File: src/rtl/cau_div_stage.sv
// One restoring-division step per register stage for two quotients in parallel.
module cau_div_stage #(
    parameter int NW  = 128,
    parameter int DW  = 130,
    parameter int TW  = 8
) (
    input  logic          i_clk,
    input  logic          i_en,
    input  logic [NW-1:0] i_nre,
    input  logic [NW-1:0] i_nim,
    input  logic [DW-1:0] i_rre,
    input  logic [DW-1:0] i_rim,
    input  logic [DW-1:0] i_d,
    input  logic [TW-1:0] i_tag,
    output logic [NW-1:0] o_nre,
    output logic [NW-1:0] o_nim,
    output logic [DW-1:0] o_rre,
    output logic [DW-1:0] o_rim,
    output logic [DW-1:0] o_d,
    output logic [TW-1:0] o_tag
);
    logic [DW-1:0] n_tre, n_tim, n_sre, n_sim;
    logic [NW-1:0] r_nre, r_nim;
    logic [DW-1:0] r_rre, r_rim, r_d;
    logic [TW-1:0] r_tag;

    always_comb begin
        n_tre = {i_rre[DW-2:0], i_nre[NW-1]};
        n_tim = {i_rim[DW-2:0], i_nim[NW-1]};
        n_sre = n_tre - i_d;
        n_sim = n_tim - i_d;
    end

    always_ff @(posedge i_clk) begin
        if (i_en) begin
            r_nre <= {i_nre[NW-2:0], ~n_sre[DW-1]};
            r_nim <= {i_nim[NW-2:0], ~n_sim[DW-1]};
            r_rre <= n_sre[DW-1] ? n_tre : n_sre;
            r_rim <= n_sim[DW-1] ? n_tim : n_sim;
            r_d   <= i_d;
            r_tag <= i_tag;
        end
    end

    assign o_nre = r_nre;
    assign o_nim = r_nim;
    assign o_rre = r_rre;
    assign o_rim = r_rim;
    assign o_d   = r_d;
    assign o_tag = r_tag;
endmodule

File: config.mk
export PLATFORM = sky130hd
export DESIGN_NAME = cau_div_stage
export DESIGN_NICKNAME = d
export VERILOG_FILES = /design/src/rtl/cau_div_stage.sv
export SDC_FILE = /design/constraint.sdc
export NUM_CORES = 1
export LEC_CHECK = 0
export CAP_MARGIN = 10
export CORE_AREA = 8 8 506 508
export CTS_CLUSTER_DIAMETER = 30
export DETAILED_ROUTE_END_ITERATION = 10
export DIE_AREA = 0 0 514 516
export DONT_BUFFER_PORTS = 1
export PLACE_DENSITY = 0.3
export SYNTH_ARGS = -nofsm -noshare
export SYNTH_HDL_FRONTEND = slang
export SYNTH_SLANG_ARGS = --single-unit
File: constraint.sdc
create_clock -name i_clk -period 3.2 [get_ports i_clk]
set_input_delay 0 -clock i_clk [delete_from_list [all_inputs] [get_ports i_clk]]
set_output_delay 0 -clock i_clk [all_outputs]
set_load 0.1 [all_outputs]
==> impl_metrics.json, run 1 <==
{
  "ir_worst_vdd_mv": 0.409,
  "synth_top_cell_by_area": "edfxtp_1",
  "tightest_slew_ps": 1230,
  "min_from": "i_d[14]",
  "critical_path_class": "in -> reg",
  "fin_util_pct": 29.0,
  "drive_gt1_share_pct": 31.5,
  "synth_top_flop_cell": "edfxtp_1",
  "p_leak_nw": 29.4,
  "clockRootBuffer": "clkbuf_16",
  "grt_usage_pct": 20.6,
  "h-tree-depth": 4,
  "synth.top_cell.area_share_pct": 49.1,
  "final_nets": 7248,
  "dieArea_um2": 265000,
  "cts_buffers": 217,
  "synth_area_um2": 40000,
  "wl_per_cell_um": 29.4,
  "routed_wl_um": 291000,
  "min_period_ps": 3140,
  "antenna_found_initial": 47,
  "syn_area_per_cell_um2": 9.92,
  "slew_headroom_pct": 18.5,
  "end_kind": "register",
  "cts_tree": "built",
  "io_pins": 1310,
  "max_cap_viol_count": 0,
  "path_clk_slew_ps": 50,
  "whs_ps": -737,
  "synthArstFlopShare_pct": 0,
  "portBuffers": 0,
  "firstDrtPassIters": 6,
  "hold_viol": 227,
  "cpPeakStageDelay_ps": 530,
  "grt_pass1_vias": 43400,
  "whs_endpoint": "o_d[14]",
  "power_density_nw_per_um2": 700,
  "cpMostUsedCell": "buf_12",
  "violations": "negative hold slack",
  "setup_viol": 0,
  "cp_cell_sequence": "clkinvlp_4 -> ha_4 -> buf_4 -> nand2_4 -> nor3_2 -> or4b_4 -> or4_4 -> o211ai_4 -> buf_12 -> a21oi_4 -> a2111oi_4 -> nor3_4 -> xnor2_2 -> buf_6 -> inv_16 -> buf_12 -> buf_12 -> nor2_1 -> a21oi_1",
  "die_h_um": 516,
  "drt_iter0_markers": 2778,
  "status": "finished with violations",
  "slowest_stage": "or4b_4",
  "vias": 42400,
  "via_per_inst": 4.28,
  "synth-edff-count": 654,
  "yosysSeqAreaShare_pct": 49.1,
  "area_growth_pct": 79.4,
  "grt-ovfl-total": 0,
  "cp.depth": 19,
  "die_w_um": 514,
  "critPathArrivalTime_ps": 3700,
  "clockBufferDepth": 4,
  "start_kind": "primary input",
  "path_buf_inv": 7,
  "yosys-top-cells-area": "edfxtp_1, ha_1, a21oi_1",
  "synth_cell_types": 83,
  "ys_seq_elements": 654,
  "stdcell_area_um2": 71800,
  "postRouteAntennaNets": 0,
  "syn-num-nets": 4950,
  "drv_slew": 0,
  "place_area_um2": 54500,
  "design.core.area_um2": 248000,
  "ys_top_cells_by_count": "edfxtp_1, a21oi_1, nor2_1",
  "post-dp-hpwl_um": 239000,
  "cts.sinks": 654,
  "place_congestion": 0.879,
  "finalCritPeriodShare_pct": 98.1,
  "fmax_mhz": 319,
  "worstPathRequired_ps": 3760,
  "hold_path.class": "in -> reg",
  "grt_max_degree": 655,
  "cp_top_family": "simple AND/OR/NAND/NOR gates",
  "synth_cells": 4034,
  "cp_max_fo": 25,
  "hold_depth": 0,
  "rows": 183,
  "yosysMostFrequentCell": "edfxtp_1",
  "grt_pass1_wl_um": 381000,
  "initial_utilization_pct": 16.2,
  "drc": 0,
  "yosys_warnings": 0
}
==> through the flow <==
| stage | power, mW | hold slack (ps) | cells | TNS [ps] | setup WS [ps] |
|---|---|---|---|---|---|
| floorplan | 22.6 | 98.9 | 4034 | -15460 | -227 |
| global placement | 28.4 | 99.0 | 8587 | -329930 | -2510 |
| detailed placement | 28.3 | 98.9 | 8587 | -346230 | -2000 |
| CTS | 50.3 | -871 | 9712 | -382 | -56.4 |
| global route | 52.1 | -795 | 9889 | -57.3 | -21.9 |
| finish | 50.3 | -737 | 9898 | 0 | 61.9 |
==> worst max-delay path by stage <==
stage | startpoint | to | slack, ps
after floorplan | i_d[42] | o_rim[123] | -230
after global placement | i_nim[127] | o_rim[100] | -2510
after detailed placement | i_nim[127] | o_rim[100] | -2000
after CTS | i_d[14] | o_rre[127] | -60
after global routing | i_d[40] | o_rim[127] | -20
final | i_d[46] | o_rim[15] | 60
==> state kept, by name (all words and copies together) (netlist names) <==
register,count
o_d,130
o_nim,128
o_nre,128
o_rim,130
o_rre,130
o_tag,8
==> cell usage in the layout, fill, tap and decap left out, types with 31 or more instances in the layout <==
master,count
o21ai_0,240
clkinv_2,36
inv_1,191
nand2_1,314
nand4_1,131
nor3_1,57
a21oi_2,46
o21bai_1,74
clkbuf_16,221
diode_2,61
ha_1,226
o21a_1,48
nand3_1,34
nor2_1,401
clkinv_1,31
buf_4,1368
buf_12,38
xor2_1,104
a21oi_1,558
xnor2_1,133
dlygate4sd3_1,822
edfxtp_1,654
a21o_1,120
==> what timing repair did <==
item / CTS / global route
setup buffers: 8 / 15
pin swaps: 19 / 66
hold endpoints to repair: 1287 / 461
hold buffers: 723 / 106
resized for setup: 81 / 217
setup endpoints to repair: 261 / 259
cloned: 1 / 3
==> area by class of cell <==
class                      count  area, um2
timing repair buffer        2267      19800
multi-input combinational   2988      20200
inverter                     202        812
clock buffer                 234       5540
sequential                   654      19600
clock inverter               160       1470
timing repair inverter         2       25.0
antenna                       61        153
tap                         3330       4170
fill                       26200     176000
==> power by group <==
part	leakage (nW)	internal, mW	switching (mW)
Sequential	6.41	10.9	7.64
Clock	3.39	13.7	6.79
Combinational	19.6	4.89	6.33
==> metal layers <==
| layer | GRT usage [%] | vias up | part of all wire, % |
|---|---|---|---|
| met3 | 5.67 | 341 | 7.1 |
| met4 | 6.57 | 10 | 3.7 |
| met1 | 23.7 | 20700 | 39 |
| met5 | 0 | - | 0.020 |
| li1 | - | 19800 | - |
| met2 | 36.9 | 1548 | 50 |
==> logic make-up after synthesis <==
family / share of synthesized area (%)
buffers and inverters: 4.06
muxes: 0.334
xor gates and xnor gates: 5.29
DFF: 49.1
adders and majority gates: 8.16
AOI/OAI and AO/OA: 20.0
and+or+nand+nor: 13.1
No activity file was read; power rests on OpenSTA's default activity.
==> inputs of run 2 (changes only) <==
==> config.mk (replaced) <==
export PLATFORM = sky130hd
export DESIGN_NAME = cau_div_stage
export DESIGN_NICKNAME = d
export VERILOG_FILES = /design/src/rtl/cau_div_stage.sv
export SDC_FILE = /design/constraint.sdc
export NUM_CORES = 1
export LEC_CHECK = 0
export ABC_AREA = 1
export CAP_MARGIN = 10
export CORE_AREA = 8 8 505 507
export CTS_CLUSTER_DIAMETER = 30
export DETAILED_ROUTE_END_ITERATION = 10
export DIE_AREA = 0 0 513 515
export DONT_BUFFER_PORTS = 1
export PLACE_DENSITY = 0.33
export SYNTH_ARGS = -nofsm -noshare
export SYNTH_HDL_FRONTEND = slang
export SYNTH_SLANG_ARGS = --single-unit
==> impl_metrics.json, run 2 <==
{
  "syn_area_per_cell_um2": 6.55,
  "cpPeakStageDelay_ps": 660,
  "via_per_inst": 4.48,
  "end_kind": "register",
  "p_leak_nw": 43.1,
  "postRouteAntennaNets": 0,
  "clockRootBuffer": "clkbuf_16",
  "h-tree-depth": 4,
  "yosys_warnings": 0,
  "fmax_mhz": 310,
  "yosysMostFrequentCell": "nand2_1",
  "antenna_found_initial": 100,
  "synth_top_cell_by_area": "edfxtp_1",
  "tightest_slew_ps": 1260,
  "final_cell_mix": "nand2_1, inv_1, dlygate4sd3_1",
  "clockBufferDepth": 3,
  "cts.sinks": 654,
  "finalPower_mw": 51.3,
  "firstDrtPassIters": 6,
  "crit_path_start": "i_rre[99]",
  "drive_gt1_share_pct": 14.0,
  "path_clk_slew_ps": 50,
  "rows": 183,
  "max_cap_viol_count": 0,
  "drt_iter0_markers": 4923,
  "critical_path_class": "in -> reg",
  "worst_slack_ps": -23.1,
  "min_period_ps": 3220,
  "cp_cell_sequence": "dlygate4sd3_1 -> ha_1 -> nand2_1 -> inv_2 -> a21oi_1 -> buf_4 -> o21bai_1 -> a21oi_1 -> o21ai_1 -> buf_4 -> nor2_4 -> buf_12 -> nand3_4 -> buf_16 -> nand3_1 -> dlygate4sd3_1 -> nand2_1",
  "grt_pass1_wl_um": 527000,
  "synth_top_flop_cell": "edfxtp_1",
  "yosysSeqAreaShare_pct": 36.1,
  "status": "finished with violations",
  "final_common_cell": "nand2_1",
  "area_growth_pct": 54.2,
  "grt_pass1_vias": 62800,
  "critPathArrivalTime_ps": 3800,
  "synth.top_cell.area_share_pct": 36.1,
  "ir_worst_vdd_mv": 0.586,
  "grt-ovfl-total": 0,
  "cts_tree": "built",
  "hold_viol": 0,
  "start_kind": "primary input",
  "synth_area_um2": 54400,
  "design.core.area_um2": 247000,
  "yosys-top-cells-area": "edfxtp_1, nand2_1, inv_1",
  "power_density_nw_per_um2": 612,
  "wl_per_cell_um": 28.9,
  "drc": 0,
  "finalCritPeriodShare_pct": 101,
  "setup_viol": 4,
  "post-dp-hpwl_um": 344000,
  "cts_buffers": 189,
  "ys_top_cells_by_count": "nand2_1, inv_1, edfxtp_1",
  "synthArstFlopShare_pct": 0,
  "routed_wl_um": 399000,
  "cp_max_fo": 64,
  "ys_seq_elements": 654,
  "final_nets": 11300,
  "drv_slew": 0,
  "slowest_stage": "dlygate4sd3_1",
  "portBuffers": 0,
  "vias": 61800,
  "die_w_um": 513,
  "grt_max_degree": 655,
  "die_h_um": 515,
  "place_congestion": 1.00,
  "synth_cells": 8304,
  "slew_headroom_pct": 16.5,
  "hold_path.class": "in -> reg",
  "initial_utilization_pct": 22.0,
  "min_from": "i_d[25]",
  "violations": "negative setup slack",
  "worstPathRequired_ps": 3780,
  "grt_usage_pct": 28.9,
  "synth_cell_types": 34,
  "dp_slack_ps": -141,
  "synth-edff-count": 654,
  "whs_ps": 31.8,
  "io_pins": 1310,
  "dieArea_um2": 264000,
  "syn-num-nets": 9220
}
==> run 2: cell types whose count changed after synthesis, moves of 48 or more <==
cell      delta
nand2_1   +3089
inv_1     +1712
nand3_1    +513
a21oi_1    -403
o21ai_0    -245
nor2_1     +195
nand3_2    +174
xnor2_1    -134
clkbuf_1   -126
a21o_1     -120
nand4_1     -81
o21bai_1    -54
o21a_1      -48
==> run 2: logic make-up (layout without fill, tap and decap cells) <==
kind of cell | Yosys count | count (layout) | share of synthesized area, %
and+or+nand+nor | 4961 | 4961 | 38.5
DFF | 654 | 654 | 36.1
AOI/OAI and AO/OA | 233 | 233 | 2.26
other | 0 | 35 | 0
xor gates and xnor gates | 128 | 128 | 2.06
buffers and inverters | 2068 | 4291 | 15.0
adders and majority gates | 260 | 260 | 6.01
==> run 2: worst max-delay path, delay by kind of cell <==
kind,cells,cell delay [ps]
buf+inv,7,1960
compound gates,4,650
simple gates,5,630
fa+ha+maj,1,390
==> run 2: final cells by class <==
class | instances | area [um2]
fill | 26600 | 163000
multi-input combinational | 5582 | 26800
sequential | 654 | 19600
timing repair buffer | 1980 | 19200
inverter | 1956 | 7340
clock buffer | 198 | 4760
tap | 3237 | 4050
clock inverter | 157 | 2070
antenna | 35 | 87.6
==> run 2: what timing repair did <==
item / in CTS / in global routing
resized for setup: 0 / 40
endpoints found under the setup margin: 0 / 69
setup buffers: 0 / 0
hold endpoints to repair: 1014 / 261
hold buffers: 1137 / 4
==> run 2: routing by layer <==
metal | global-route usage (%) | up-vias | wire length, um
li1 | - | 29500 | -
met1 | 33.3 | 29600 | 157000
met2 | 53.2 | 2159 | 203000
met3 | 4.35 | 585 | 19000
met4 | 12.2 | 22 | 20100
met5 | 0 | - | 145
==> run 2: worst paths after layout <==
path / end / slack [ps] / depth (start not counted)
max: o_rre[111] / -20 / 17
min: o_rre[25] / 30 / 5
==> run 2: through the flow <==
step / setup TNS [ps] / cells / utilization (%) / area, um2
floorplan: 0 / 8304 / - / 54400
global placement: -412 / 12300 / 26.4 / 65300
detailed placement: -408 / 12300 / 26.4 / 65300
CTS: 0 / 13800 / 33.8 / 83500
global route: -11.5 / 13800 / 33.9 / 83900
finish: -72.9 / 13800 / 34.0 / 83900
==> run 2: report_power, final <==
part	internal, mW	total [mW]	switching (mW)
Clock	13.4	20.0	6.62
Sequential	10.8	18.0	7.22
Combinational	4.70	13.3	8.60
Total	28.9	51.3	22.4
